===== src/rtl/cave_automaton_5x5_step_top_assert.svh =====
// Assertion macros for the cave automaton step block.
`ifndef CAVE_AUTOMATON_5X5_STEP_TOP_ASSERT_SVH
`define CAVE_AUTOMATON_5X5_STEP_TOP_ASSERT_SVH

// Same-cycle implication, disabled while reset is asserted.
`define CAVE5_AST_IMPL(LBL, CLK, RSTN, ANT, CONS) \
  LBL: assert property (@(posedge CLK) disable iff (!RSTN) (ANT) |-> (CONS)) \
    else $error("cave5 assertion failed");

// Next-cycle implication, disabled while reset is asserted.
`define CAVE5_AST_NEXT(LBL, CLK, RSTN, ANT, CONS) \
  LBL: assert property (@(posedge CLK) disable iff (!RSTN) (ANT) |=> (CONS)) \
    else $error("cave5 assertion failed");

`endif


===== src/rtl/cave5_pkg.sv =====
// Shared types, constants and helpers of the cave automaton step block.
`default_nettype none

package cave5_pkg;

  localparam int WidthW  = 7;
  localparam int HeightW = 12;
  localparam int NearW   = 4;
  localparam int FarW    = 5;
  localparam int AddrW   = 4;
  localparam int DataW   = 32;

  localparam logic [WidthW-1:0]  MinWidth  = 7'd3;
  localparam logic [HeightW-1:0] MinHeight = 12'd3;

  localparam logic [WidthW-1:0]  RstWidth  = 7'd44;
  localparam logic [HeightW-1:0] RstHeight = 12'd74;
  localparam logic [NearW-1:0]   RstNear   = 4'd5;
  localparam logic [FarW-1:0]    RstFar    = 5'd2;

  typedef enum logic [1:0] {
    RegMapWidth  = 2'd0,
    RegMapHeight = 2'd1,
    RegNearThr   = 2'd2,
    RegFarLim    = 2'd3
  } reg_idx_t;

  // Which result of the pending line is on its way out.
  typedef enum logic [2:0] {
    PhLower = 3'b001,
    PhUpper = 3'b010,
    PhLast  = 3'b100
  } phase_t;

  typedef struct packed {
    logic [WidthW-1:0]  width;
    logic [HeightW-1:0] height;
    logic [NearW-1:0]   near_thr;
    logic [FarW-1:0]    far_lim;
  } cave5_cfg_t;

  function automatic logic [1:0] cnt3(input logic [2:0] v);
    cnt3 = {1'b0, v[0]} + {1'b0, v[1]} + {1'b0, v[2]};
  endfunction

endpackage

`default_nettype wire


===== src/rtl/cave5_cfg.sv =====
// Configuration register file with APB-style access and effective-value clamping.
`default_nettype none

module cave5_cfg #(
  parameter int MAX_WIDTH = 64
) (
  input  wire logic                          clk,
  input  wire logic                          rst_n,
  input  wire logic                          psel,
  input  wire logic                          penable,
  input  wire logic                          pwrite,
  input  wire logic [cave5_pkg::AddrW-1:0]   paddr,
  input  wire logic [cave5_pkg::DataW-1:0]   pwdata,
  output logic      [cave5_pkg::DataW-1:0]   prdata,
  output logic                               pready,
  output cave5_pkg::cave5_cfg_t              cfg
);

  logic [cave5_pkg::WidthW-1:0]  width_r;
  logic [cave5_pkg::HeightW-1:0] height_r;
  logic [cave5_pkg::NearW-1:0]   near_r;
  logic [cave5_pkg::FarW-1:0]    far_r;
  cave5_pkg::reg_idx_t           idx;
  logic                          wr_en;

  localparam logic [cave5_pkg::WidthW-1:0] MaxW = cave5_pkg::WidthW'(MAX_WIDTH);

  assign idx    = cave5_pkg::reg_idx_t'(paddr[3:2]);
  assign pready = 1'b1;
  assign wr_en  = psel && penable && pwrite && pready;

  always_ff @(posedge clk) begin
    if (!rst_n) begin
      width_r  <= cave5_pkg::RstWidth;
      height_r <= cave5_pkg::RstHeight;
      near_r   <= cave5_pkg::RstNear;
      far_r    <= cave5_pkg::RstFar;
    end else if (wr_en) begin
      case (idx)
        cave5_pkg::RegMapWidth:  width_r  <= pwdata[cave5_pkg::WidthW-1:0];
        cave5_pkg::RegMapHeight: height_r <= pwdata[cave5_pkg::HeightW-1:0];
        cave5_pkg::RegNearThr:   near_r   <= pwdata[cave5_pkg::NearW-1:0];
        cave5_pkg::RegFarLim:    far_r    <= pwdata[cave5_pkg::FarW-1:0];
        default: ;
      endcase
    end
  end

  always_comb begin
    case (idx)
      cave5_pkg::RegMapWidth:  prdata = cave5_pkg::DataW'(width_r);
      cave5_pkg::RegMapHeight: prdata = cave5_pkg::DataW'(height_r);
      cave5_pkg::RegNearThr:   prdata = cave5_pkg::DataW'(near_r);
      cave5_pkg::RegFarLim:    prdata = cave5_pkg::DataW'(far_r);
      default:                 prdata = '0;
    endcase
  end

  always_comb begin
    if (width_r < cave5_pkg::MinWidth) begin
      cfg.width = cave5_pkg::MinWidth;
    end else if (width_r > MaxW) begin
      cfg.width = MaxW;
    end else begin
      cfg.width = width_r;
    end
    cfg.height   = (height_r < cave5_pkg::MinHeight) ? cave5_pkg::MinHeight : height_r;
    cfg.near_thr = near_r;
    cfg.far_lim  = far_r;
  end

endmodule

`default_nettype wire


===== src/rtl/cave5_line.sv =====
// One-line update unit: per-cell 3x3 and 21-cell wall counts and the cave rule.
`default_nettype none

module cave5_line #(
  parameter int MAX_WIDTH = 64
) (
  input  wire logic [4:0][MAX_WIDTH-1:0]       rows,
  input  wire logic [MAX_WIDTH-1:0]            wmask,
  input  wire logic [cave5_pkg::WidthW-1:0]    width,
  input  wire logic [cave5_pkg::NearW-1:0]     near_thr,
  input  wire logic [cave5_pkg::FarW-1:0]      far_lim,
  output logic      [MAX_WIDTH-1:0]            res
);

  // Two open cells of padding on each side; cell x sits at pad index x+2.
  logic [4:0][MAX_WIDTH+3:0] pad;

  for (genvar r = 0; r < 5; r++) begin : g_pad
    assign pad[r] = {2'b00, rows[r], 2'b00};
  end

  for (genvar x = 0; x < MAX_WIDTH; x++) begin : g_cell
    localparam logic [cave5_pkg::WidthW-1:0] XP2 = cave5_pkg::WidthW'(x + 2);
    localparam bit NotFirst = (x != 0);

    logic [3:0] near_cnt;
    logic [3:0] ring_cnt;
    logic [4:0] far_cnt;
    logic       wall;
    logic       interior;

    assign near_cnt = {2'b00, cave5_pkg::cnt3(pad[1][x+3:x+1])}
                    + {2'b00, cave5_pkg::cnt3(pad[2][x+3:x+1])}
                    + {2'b00, cave5_pkg::cnt3(pad[3][x+3:x+1])};
    assign ring_cnt = {2'b00, cave5_pkg::cnt3(pad[0][x+3:x+1])}
                    + {2'b00, cave5_pkg::cnt3(pad[4][x+3:x+1])}
                    + {2'b00, cave5_pkg::cnt3({pad[1][x], pad[2][x], pad[3][x]})}
                    + {2'b00, cave5_pkg::cnt3({pad[1][x+4], pad[2][x+4], pad[3][x+4]})};
    assign far_cnt  = {1'b0, near_cnt} + {1'b0, ring_cnt};

    assign wall     = (near_cnt >= near_thr) || (far_cnt <= far_lim);
    assign interior = NotFirst && (XP2 <= width);
    assign res[x]   = wmask[x] & (interior ? wall : rows[2][x]);
  end

endmodule

`default_nettype wire


===== src/rtl/cave_automaton_5x5_step_top.sv =====
// Top level of the streamed cave automaton step: line store, pending line and result register.
`default_nettype none

// One map line enters and one result line leaves per transfer. Lines 0 and 1 of a map give
// no result; each later line gives the line two above it via the pending-line and result
// registers. The closing line gives three results (the two lines above it, then itself
// marked last), which leave through the single result register while it stalls the input.
// All other lines sustain one transfer per cycle while out_stall is low. The store and line
// counter return to zero after the last line. Configuration must be written over the APB
// port only while no line is in flight; the block itself does not enforce it.
module cave_automaton_5x5_step_top #(
  parameter int MAX_WIDTH = 64
) (
  input  wire logic                          clk,
  input  wire logic                          rst_n,
  input  wire logic                          in_valid,
  output logic                               in_stall,
  input  wire logic [MAX_WIDTH-1:0]          in_source_cells,
  output logic                               out_valid,
  input  wire logic                          out_stall,
  output logic      [MAX_WIDTH-1:0]          out_result_cells,
  output logic      [cave5_pkg::HeightW-1:0] out_line_index,
  output logic                               out_last_line,
  input  wire logic                          psel,
  input  wire logic                          penable,
  input  wire logic                          pwrite,
  input  wire logic [cave5_pkg::AddrW-1:0]   paddr,
  input  wire logic [cave5_pkg::DataW-1:0]   pwdata,
  output logic      [cave5_pkg::DataW-1:0]   prdata,
  output logic                               pready
);

  cave5_pkg::cave5_cfg_t cfg;

  logic [3:0][MAX_WIDTH-1:0]        store_r;
  logic [cave5_pkg::HeightW-1:0]    cnt_r;

  logic                             job_valid_r;
  logic                             job_last_r;
  cave5_pkg::phase_t                job_phase_r;
  logic [cave5_pkg::HeightW-1:0]    job_idx_r;
  logic [4:0][MAX_WIDTH-1:0]        job_win_r;

  logic                             out_valid_r;
  logic [MAX_WIDTH-1:0]             out_cells_r;
  logic [cave5_pkg::HeightW-1:0]    out_idx_r;
  logic                             out_last_r;

  logic [MAX_WIDTH-1:0]             wmask;
  logic [MAX_WIDTH-1:0]             cur;
  logic                             last_in;
  logic                             in_acc;
  logic                             out_load;
  logic                             job_emit;
  logic                             job_final;
  logic                             job_free;
  logic [4:0][MAX_WIDTH-1:0]        line_rows;
  logic [MAX_WIDTH-1:0]             line_res;
  logic [MAX_WIDTH-1:0]             res_cells;
  logic [cave5_pkg::HeightW-1:0]    res_idx;
  logic                             res_last;

  cave5_cfg #(
    .MAX_WIDTH (MAX_WIDTH)
  ) u_cfg (
    .clk     (clk),
    .rst_n   (rst_n),
    .psel    (psel),
    .penable (penable),
    .pwrite  (pwrite),
    .paddr   (paddr),
    .pwdata  (pwdata),
    .prdata  (prdata),
    .pready  (pready),
    .cfg     (cfg)
  );

  for (genvar x = 0; x < MAX_WIDTH; x++) begin : g_mask
    assign wmask[x] = cave5_pkg::WidthW'(x) < cfg.width;
  end

  assign cur       = in_source_cells & wmask;
  assign last_in   = cnt_r >= (cfg.height - 12'd1);

  assign out_load  = !out_valid_r || !out_stall;
  assign job_emit  = job_valid_r && out_load;
  assign job_final = !job_last_r || (job_phase_r == cave5_pkg::PhLast);
  assign job_free  = !job_valid_r || (out_load && job_final);
  assign in_stall  = !job_free;
  assign in_acc    = in_valid && job_free;

  always_ff @(posedge clk) begin
    if (!rst_n) begin
      store_r <= '0;
      cnt_r   <= '0;
    end else if (in_acc) begin
      if (last_in) begin
        store_r <= '0;
        cnt_r   <= '0;
      end else begin
        store_r <= {cur, store_r[3], store_r[2], store_r[1]};
        cnt_r   <= cnt_r + 12'd1;
      end
    end
  end

  always_ff @(posedge clk) begin
    if (!rst_n) begin
      job_valid_r <= 1'b0;
      job_last_r  <= 1'b0;
      job_phase_r <= cave5_pkg::PhLower;
    end else if (in_acc) begin
      job_valid_r <= cnt_r >= 12'd2;
      job_last_r  <= last_in;
      job_phase_r <= cave5_pkg::PhLower;
    end else if (job_emit) begin
      if (job_final) begin
        job_valid_r <= 1'b0;
      end else if (job_phase_r == cave5_pkg::PhLower) begin
        job_phase_r <= cave5_pkg::PhUpper;
      end else begin
        job_phase_r <= cave5_pkg::PhLast;
      end
    end
  end

  always_ff @(posedge clk) begin
    if (in_acc) begin
      job_idx_r <= cnt_r;
      job_win_r <= {cur, store_r[3], store_r[2], store_r[1], store_r[0]};
    end
  end

  // The upper line of a closing map sees an open line below it.
  always_comb begin
    if (job_phase_r == cave5_pkg::PhUpper) begin
      line_rows = {{MAX_WIDTH{1'b0}}, job_win_r[4], job_win_r[3], job_win_r[2], job_win_r[1]};
    end else begin
      line_rows = job_win_r;
    end
  end

  cave5_line #(
    .MAX_WIDTH (MAX_WIDTH)
  ) u_line (
    .rows     (line_rows),
    .wmask    (wmask),
    .width    (cfg.width),
    .near_thr (cfg.near_thr),
    .far_lim  (cfg.far_lim),
    .res      (line_res)
  );

  always_comb begin
    case (job_phase_r)
      cave5_pkg::PhLower: begin
        res_cells = (job_idx_r == 12'd2) ? (job_win_r[2] & wmask) : line_res;
        res_idx   = job_idx_r - 12'd2;
        res_last  = 1'b0;
      end
      cave5_pkg::PhUpper: begin
        res_cells = line_res;
        res_idx   = job_idx_r - 12'd1;
        res_last  = 1'b0;
      end
      cave5_pkg::PhLast: begin
        res_cells = job_win_r[4];
        res_idx   = job_idx_r;
        res_last  = 1'b1;
      end
      default: begin
        res_cells = '0;
        res_idx   = '0;
        res_last  = 1'b0;
      end
    endcase
  end

  always_ff @(posedge clk) begin
    if (!rst_n) begin
      out_valid_r <= 1'b0;
    end else if (out_load) begin
      out_valid_r <= job_valid_r;
    end
  end

  always_ff @(posedge clk) begin
    if (job_emit) begin
      out_cells_r <= res_cells;
      out_idx_r   <= res_idx;
      out_last_r  <= res_last;
    end
  end

  assign out_valid        = out_valid_r;
  assign out_result_cells = out_cells_r;
  assign out_line_index   = out_idx_r;
  assign out_last_line    = out_last_r;

`include "cave_automaton_5x5_step_top_assert.svh"

  `CAVE5_AST_NEXT(a_map_restart, clk, rst_n, in_acc && last_in, cnt_r == 12'd0)
  `CAVE5_AST_NEXT(a_head_no_job, clk, rst_n, in_acc && (cnt_r < 12'd2), !job_valid_r)
  `CAVE5_AST_IMPL(a_single_phase, clk, rst_n, job_valid_r && !job_last_r, job_phase_r == cave5_pkg::PhLower)
  `CAVE5_AST_NEXT(a_last_marked, clk, rst_n, job_emit && (job_phase_r == cave5_pkg::PhLast), out_valid_r && out_last_r)

endmodule

`default_nettype wire


===== config.mk =====
export PLATFORM = sky130hd
export DESIGN_NAME = cave_automaton_5x5_step_top
export DESIGN_NICKNAME = d
export VERILOG_FILES = /design/src/rtl/cave5_pkg.sv /design/src/rtl/cave5_cfg.sv /design/src/rtl/cave5_line.sv /design/src/rtl/cave_automaton_5x5_step_top.sv
export VERILOG_INCLUDE_DIRS = /design/src /design/src/rtl
export SDC_FILE = /design/constraint.sdc
export NUM_CORES = 2
export LEC_CHECK = 0
export BUFFER_PORTS_ARGS = -buffer_cell sky130_fd_sc_hd__buf_4
export CAP_MARGIN = 20
export CORE_MARGIN = 5
export CORE_UTILIZATION = 60
export CTS_CLUSTER_SIZE = 14
export DETAILED_ROUTE_END_ITERATION = 12
export PLACE_DENSITY = 0.77
export SYNTH_ARGS = -nofsm -noshare
export SYNTH_HDL_FRONTEND = slang
export SYNTH_SLANG_ARGS = --single-unit

===== constraint.sdc =====
create_clock -name clk -period 9.5 [get_ports clk]
set_input_delay 0.475 -clock clk [delete_from_list [all_inputs] [get_ports clk]]
set_output_delay 0.475 -clock clk [all_outputs]
set_load 0.01 [all_outputs]

# After elaboration in Yosys (flattened, before gate mapping)

Cells that the tools add are included.

Output and inout port bits: 112
Register bits after elaboration: 711
Bits of input ports: 107
Word-level logic and storage cells: 1,651

$lt $le $gt $ge: 258
Multiplexer cells: 78
Equality and inequality tests: 7
Add/subtract/negate cells: 1,132
Bitwise logic cells: 68
Reductions and logical operators: 86

Operators with widths:

| kind                                                      | count |
|---|---|
| adder 1 x 1 -> 2 bit                                      | 379 |
| adder 2 x 1 -> 2 bit                                      | 374 |
| adder 4 x 2 -> 4 bit                                      | 182 |
| adder 2 x 2 -> 3 bit                                      | 126 |
| 2-to-1 mux 320 bit                                        | 1 |
| adder 4 x 4 -> 5 bit                                      | 63 |
| <= comparator 5 bit                                       | 63 |
| 2-to-1 mux 256 bit                                        | 1 |
| greater-or-equal comparator 4 bit                         | 63 |
| <= comparator 6 x 7 -> 1 bit, first input constant        | 32 |
| less-than comparator 6 x 7 -> 1 bit, first input constant | 32 |
| one-hot mux 64 bit (3 select lines)                       | 1 |
| AND 64 bit                                                | 2 |
| one-hot mux 32 bit (4 select lines)                       | 1 |
| <= comparator 5 x 7 -> 1 bit, first input constant        | 16 |
| less-than comparator 5 x 7 -> 1 bit, first input constant | 16 |
| 2-to-1 mux 1 bit                                          | 67 |
| logical OR 1 bit                                          | 66 |
| AND 1 bit                                                 | 64 |
| 2-to-1 mux 64 bit                                         | 1 |
| <= comparator 4 x 7 -> 1 bit, first input constant        | 8 |
| less-than comparator 4 x 7 -> 1 bit, first input constant | 8 |
| one-hot mux 12 bit (3 select lines)                       | 1 |
| <= comparator 3 x 7 -> 1 bit, first input constant        | 4 |
| 30 further kinds                                          | 58 |

# Depth between registers and ports, before layout

Depth after elaboration: 14
Gate-level depth with buffers: 32
Depth with buffers taken out: 28

# Modules after synthesis

From an unflattened synthesis, not the netlist that was laid out.

Cells, all modules: 7,449
Area total of the unflattened synthesis: 75,055.7 µm²

By module, submodules not included:

| module                      | area an instance (µm²) | cells an instance | times used | seq. area each (µm²) |
|---|---|---|---|---|
| cave5_line                  | 44,161.1               | 4,616             | 1          | 0.0 |
| cave_automaton_5x5_step_top | 29,270.6               | 2,643             | 1          | 17,767.0 |
| cave5_cfg                   | 1,624.1                | 190               | 1          | 560.5 |

# Least setup slack after synthesis

Ideal clock, no wire load.

Kind: flip-flop to flip-flop
Start point: reg job_phase_r[2]
End point: reg out_cells_r[60], in the netlist out_result_cells[60] (data pin)
Path slack: 2.115 ns
Stages on the path, launching flop included: 31
Required time: 9.229 ns
Arrival time: 7.113 ns
Library setup time: 0.271 ns
Path buffers: 3
Period minus slack after synthesis: 7.385 ns
Path through: dfxtp_1 -> nand2b_2 -> nor2_4 -> buf_4 -> buf_2 -> buf_2 -> mux2i_1 -> inv_1 -> fa_1 -> fa_1 -> ha_1 -> inv_1 -> fa_1 -> inv_1 -> ha_1 -> fa_1 -> ha_1 -> ha_1 -> inv_1 -> fa_1 -> inv_1 -> fa_1 -> a21o_1 -> a21oi_1 -> xnor2_1 -> ha_1 -> and3_1 -> a31oi_1 -> o211ai_1 -> o21ai_0 -> o211ai_1

Longest elaborated chain between the ends: 14
Elaborated cells on any way between the ends: 31
Classes of those cells: add/sub: 20; order compare: 2; eq/ne: 3; mux: 4; bitwise: 1; reduce/logical: 1

Ends and longest elaborated chain:

| what                                  | line                                                                   | source |
|---|---|---|
| start, declared                       | cave_automaton_5x5_step_top.sv:40                                      | `cave5_pkg::phase_t job_phase_r;` |
| start signal, assigned                | cave_automaton_5x5_step_top.sv:111                                     | `job_phase_r <= cave5_pkg::PhLower;` |
| start signal, assigned                | cave_automaton_5x5_step_top.sv:115                                     | `job_phase_r <= cave5_pkg::PhLower;` |
| start signal, assigned                | cave_automaton_5x5_step_top.sv:120                                     | `job_phase_r <= cave5_pkg::PhUpper;` |
| == test 3 x 2 -> 1 bit                | cave_automaton_5x5_step_top.sv:136, cave_automaton_5x5_step_top.sv:155 |  |
| 2-to-1 mux 320 bit                    | cave_automaton_5x5_step_top.sv:136                                     | `if (job_phase_r == cave5_pkg::PhUpper) begin` |
| adder 1 x 1 -> 2 bit                  | cave5_pkg.sv:43                                                        | `cnt3 = {1'b0, v[0]} + {1'b0, v[1]} + {1'b0, v[2]};` |
| adder 2 x 1 -> 2 bit                  | cave5_pkg.sv:43                                                        |  |
| adder 2 x 2 -> 3 bit                  | cave5_line.sv:36                                                       | `+ {2'b00, cave5_pkg::cnt3(pad[4][x+3:x+1])}` |
| adder 4 x 2 -> 4 bit                  | cave5_line.sv:37                                                       | `+ {2'b00, cave5_pkg::cnt3({pad[1][x], pad[2][x], pad[3][x]})}` |
| adder 4 x 2 -> 4 bit                  | cave5_line.sv:38                                                       | `+ {2'b00, cave5_pkg::cnt3({pad[1][x+4], pad[2][x+4], pad[3][x+4]})};` |
| adder 4 x 4 -> 5 bit                  | cave5_line.sv:39                                                       | `assign far_cnt = {1'b0, near_cnt} + {1'b0, ring_cnt};` |
| <= comparator 5 bit                   | cave5_line.sv:41                                                       | `assign wall = (near_cnt >= near_thr) \|\| (far_cnt <= far_lim);` |
| logical OR 1 bit                      | cave5_line.sv:41                                                       |  |
| 2-to-1 mux 1 bit                      | cave5_line.sv:43                                                       | `assign res[x] = wmask[x] & (interior ? wall : rows[2][x]);` |
| AND 1 bit                             | cave5_line.sv:43                                                       |  |
| 2-to-1 mux 64 bit                     | cave_automaton_5x5_step_top.sv:157                                     | `res_cells = (job_idx_r == 12'd2) ? (job_win_r[2] & wmask) : line_res;` |
| one-hot mux 64 bit (3 select lines) * | cave_automaton_5x5_step_top.sv:155                                     | `case (job_phase_r)` |
| via res_cells[60]                     | cave_automaton_5x5_step_top.sv:59                                      | `logic [MAX_WIDTH-1:0] res_cells;` |
| end signal, assigned                  | cave_automaton_5x5_step_top.sv:189                                     | `out_cells_r <= res_cells;` |
| end, declared                         | cave_automaton_5x5_step_top.sv:45                                      | `logic [MAX_WIDTH-1:0] out_cells_r;` |

Mark *: on every way through the listed nets, which the timed path passes. The rest lies on a longest branch.
A chain may end at the register's enable or synchronous reset.

# Worst setup path after layout

Start point: reg job_phase_r[0]
End point: reg out_cells_r[38], in the netlist out_result_cells[38] (data pin)

Same word-level chain as after synthesis.

==> flow_metrics.tcl <==
set metrics [dict create \
    die_y_um 357 \
    grt-busiest-layer "met2" \
    hold_violations 0 \
    fmax_ghz 0.126 \
    critPathRequiredTime_ps 9910 \
    floorplan.core_area_mm2 0.120 \
    vias 52300 \
    rr_endpoint "out_result_cells[38]" \
    final_period_minus_worst_setup_slack_ps 7910 \
    fillCellCount 9308 \
    placementRows 127 \
    setup_viol 0 \
    min_path_cells 3 \
    cp.arrival_ps 8320 \
    grt_setup_unrepaired "false" \
    synth-seq-area-share_pct 25.4 \
    fin_crit_share_pct 83.3 \
    vias_per_cell 5.94 \
    min_to "u_cfg.height_r[4]" \
    synth_flop_cell "sky130_fd_sc_hd__edfxtp_1" \
    maxSlewHeadroom_pct 18.6 \
    clk_latency_ps 730 \
    antenna_left 0 \
    r2r-start "job_phase_r[0]" \
    syn_avg_cell_area_um2 10.4 \
    syn-cell-area_mm2 0.0723 \
    worstSetupEndpointType "register" \
    critPathKind "reg2reg" \
    pins_over_their_slew_limit 0 \
    netlist.top_cell.by_area "sky130_fd_sc_hd__fa_1" \
    detail_route.first_pass.iterations 7 \
    drt-initial-drc-count 3728 \
    tritoncts_num_sinks 711 \
    grt.total_usage_pct 30.6 \
    numCtsBuffers 81 \
    synth_async_sr_flop_share_pct 0 \
    cts_resized 0 \
    clock_path_buffers 3 \
    floorplan.die_area_mm2 0.128 \
    worstRegToRegCells 20 \
    yosys.cell_types.count 81 \
    power_leakage_nw 38.8 \
    startpoint_type "register" \
    number_of_antenna_violations_at_the_first_check_in_global_routing 7 \
    synth_enable_flop_cells 409 \
    max_cap_violations 0 \
    synth_largest_type_area_fraction_pct 22.1 \
    final_layout_size_suffix_gt1_share_pct 5.77 \
    clock_tree.htree_level_count 3 \
    synth.ff_latch_count 711 \
    grt_remaining_overflow 0 \
    min-delay-start "pwdata[4]" \
    io-pin-count 219 \
    grt_use_met2_pct 49.7 \
    tritoncts_clock_tree "done" \
    drt_drc_violations_left 0 \
    global_route.usage.met3_pct 6.29 \
    synthMostInstantiatedCell "sky130_fd_sc_hd__inv_1" \
    tightest_slew_ps 1220 \
    count_of_buffers_from_port_buffering 175 \
    ff2ff_setup_slack_ps 1590 \
    power_density_over_cell_area_mw_per_mm2 258 \
    whs_ps 43.7 \
    ys.warnings.count 0 \
    chipWidth_um 357 \
    gr_met1_demand_resource_pct 39.6 \
    synthesis.instances 6953 \
    maximum_number_of_pins_on_one_net_before_global_route_repair 82 \
    floorplan.initialDensity_pct 60.3 \
    synth_common_cells "sky130_fd_sc_hd__inv_1, sky130_fd_sc_hd__ha_1, sky130_fd_sc_hd__fa_1, sky130_fd_sc_hd__nand2_1, sky130_fd_sc_hd__edfxtp_1" \
    final.setup_skew_ps 44.1 \
    finalWeightedCongestion 0.932 \
    min_path_type "in2reg" \
    hpwlAfterDp_mm 147 \
    grt_pass1_wl_mm 303 \
    wl_per_cell_um 22.0 \
    status "finished, final reports clean" \
    clk_transition_reported_paths_ps 70 \
    area.growth.synth_to_final_pct 8.10 \
    maximum_resistive_drop_on_vdd_v 0.000163 \
    post-cts-setup-buffer-count 0 \
    vias_in_the_first_global_route 54900 \
    drt_wl_total_mm 194 \
    critical_path.max_fanout 46 \
    clk_root_buffer_cell "sky130_fd_sc_hd__clkbuf_16" \
    fin_setup_tns_ps 0 \
    synth.area.top_cells "sky130_fd_sc_hd__fa_1, sky130_fd_sc_hd__ha_1, sky130_fd_sc_hd__edfxtp_1" \
    final_net_count 9174 \
]
registers in the layout, indices dropped and copies added, names as in the netlist, 3 cells and up:
register	cells
cnt_r	12
job_idx_r	12
job_phase_r	3
job_win_r	320
out_line_index	12
out_result_cells	64
store_r	256
u_cfg.far_r	5
u_cfg.height_r	12
u_cfg.near_r	4
u_cfg.width_r	7
kinds of logic after synthesis:
group,count (synthesis),share of synthesized area [%]
other cells,2,0.0104
simple gates,1229,7.92
compound gates,1271,12.0
mux,150,2.17
flops,711,25.4
buf+inv,1431,7.94
fa+ha+maj,1946,42.0
xor+xnor,213,2.58
through the flow:
stage	area [um2]	std cells	setup WS, ps	utilization [%]	total power [W]
floorplan	72400	6972	2120	-	0.0136
global placement	75200	8635	1610	62.8	0.0160
detailed placement	75200	8637	1820	62.8	0.0167
CTS	78100	8801	1680	65.2	0.0201
global route	78100	8801	1190	65.2	0.0222
finish	78100	8807	1590	65.2	0.0202
worst max-delay path by stage:
stage / startpoint / end / slack, ps / cells past startpoint
final: job_phase_r[0] / out_result_cells[38] / 1590 / 20
after detailed placement: job_phase_r[0] / out_result_cells[38] / 1820 / 20
after CTS: job_phase_r[2] / out_result_cells[38] / 1680 / 21
after global placement: job_phase_r[1] / out_result_cells[55] / 1610 / 26
after floorplan: job_phase_r[2] / out_result_cells[60] / 2120 / 30
after global routing: job_phase_r[0] / out_result_cells[38] / 1190 / 20
what timing repair did:
action / in CTS / in global routing
endpoints found under the hold margin: 18 / 0
hold buffers: 13 / 0
endpoints found under the setup margin: 0 / 0
routing by layer:
| metal | up-vias | routed length, um |
|---|---|---|
| met4 | 4 | 9730 |
| met2 | 2176 | 89800 |
| met1 | 25800 | 77600 |
| met5 | - | 27 |
| li1 | 23900 | - |
| met3 | 495 | 16900 |
critical path: stages, from the launching register on:
cell	delay, ps
sky130_fd_sc_hd__dfxtp_1	580
sky130_fd_sc_hd__or2_4	690
sky130_fd_sc_hd__buf_12	350
sky130_fd_sc_hd__mux2i_1	480
sky130_fd_sc_hd__inv_1	160
sky130_fd_sc_hd__fa_1	540
sky130_fd_sc_hd__fa_1	490
sky130_fd_sc_hd__ha_1	220
sky130_fd_sc_hd__fa_1	480
sky130_fd_sc_hd__fa_1	500
sky130_fd_sc_hd__ha_1	230
sky130_fd_sc_hd__fa_1	460
sky130_fd_sc_hd__ha_1	330
sky130_fd_sc_hd__a21oi_1	170
sky130_fd_sc_hd__xnor2_1	160
sky130_fd_sc_hd__ha_1	280
sky130_fd_sc_hd__and3_1	180
sky130_fd_sc_hd__a31oi_1	160
sky130_fd_sc_hd__o21ai_0	100
sky130_fd_sc_hd__o311ai_0	820
sky130_fd_sc_hd__nand3_1	180
power by group:
| part | switching [W] | leakage (nW) | internal (W) |
|---|---|---|---|
| clock | 0.00139 | 1.34 | 0.00188 |
| combinational | 0.00719 | 30.9 | 0.00609 |
| sequential | 0.0000868 | 6.53 | 0.00354 |
| total | 0.00866 | 38.8 | 0.0115 |
final cells by class:
cell class	count	area [um2]	area share, %
multi-input cells	4830	48300	61.9
repair buffers	249	1960	2.51
clock buffers	97	2130	2.72
inverters	1248	4700	6.02
flip-flops and latches	711	18300	23.5
diodes	6	15.0	0.0192
well taps	1612	2020	2.58
clock inverters	54	644	0.825
placed cells by master, fill, tap and decap left out, types with 28 or more instances in the layout:
cell,instances
sky130_fd_sc_hd__clkbuf_16,82
sky130_fd_sc_hd__a211oi_1,61
sky130_fd_sc_hd__and3_1,60
sky130_fd_sc_hd__nand3_1,76
sky130_fd_sc_hd__nor3_1,28
sky130_fd_sc_hd__buf_4,230
sky130_fd_sc_hd__xnor2_1,88
sky130_fd_sc_hd__ha_1,1148
sky130_fd_sc_hd__nor2_1,145
sky130_fd_sc_hd__nor2b_1,74
sky130_fd_sc_hd__a22o_1,257
sky130_fd_sc_hd__and2_1,57
sky130_fd_sc_hd__o21ai_0,214
sky130_fd_sc_hd__edfxtp_1,409
sky130_fd_sc_hd__xor2_1,125
sky130_fd_sc_hd__nand2b_1,68
sky130_fd_sc_hd__a21o_1,212
sky130_fd_sc_hd__nand2_1,620
sky130_fd_sc_hd__fa_1,798
sky130_fd_sc_hd__mux2i_1,135
sky130_fd_sc_hd__a21oi_1,301
sky130_fd_sc_hd__dfxtp_1,299
sky130_fd_sc_hd__a31oi_1,36
sky130_fd_sc_hd__inv_1,1239
(Power assumes the default switching activity.)
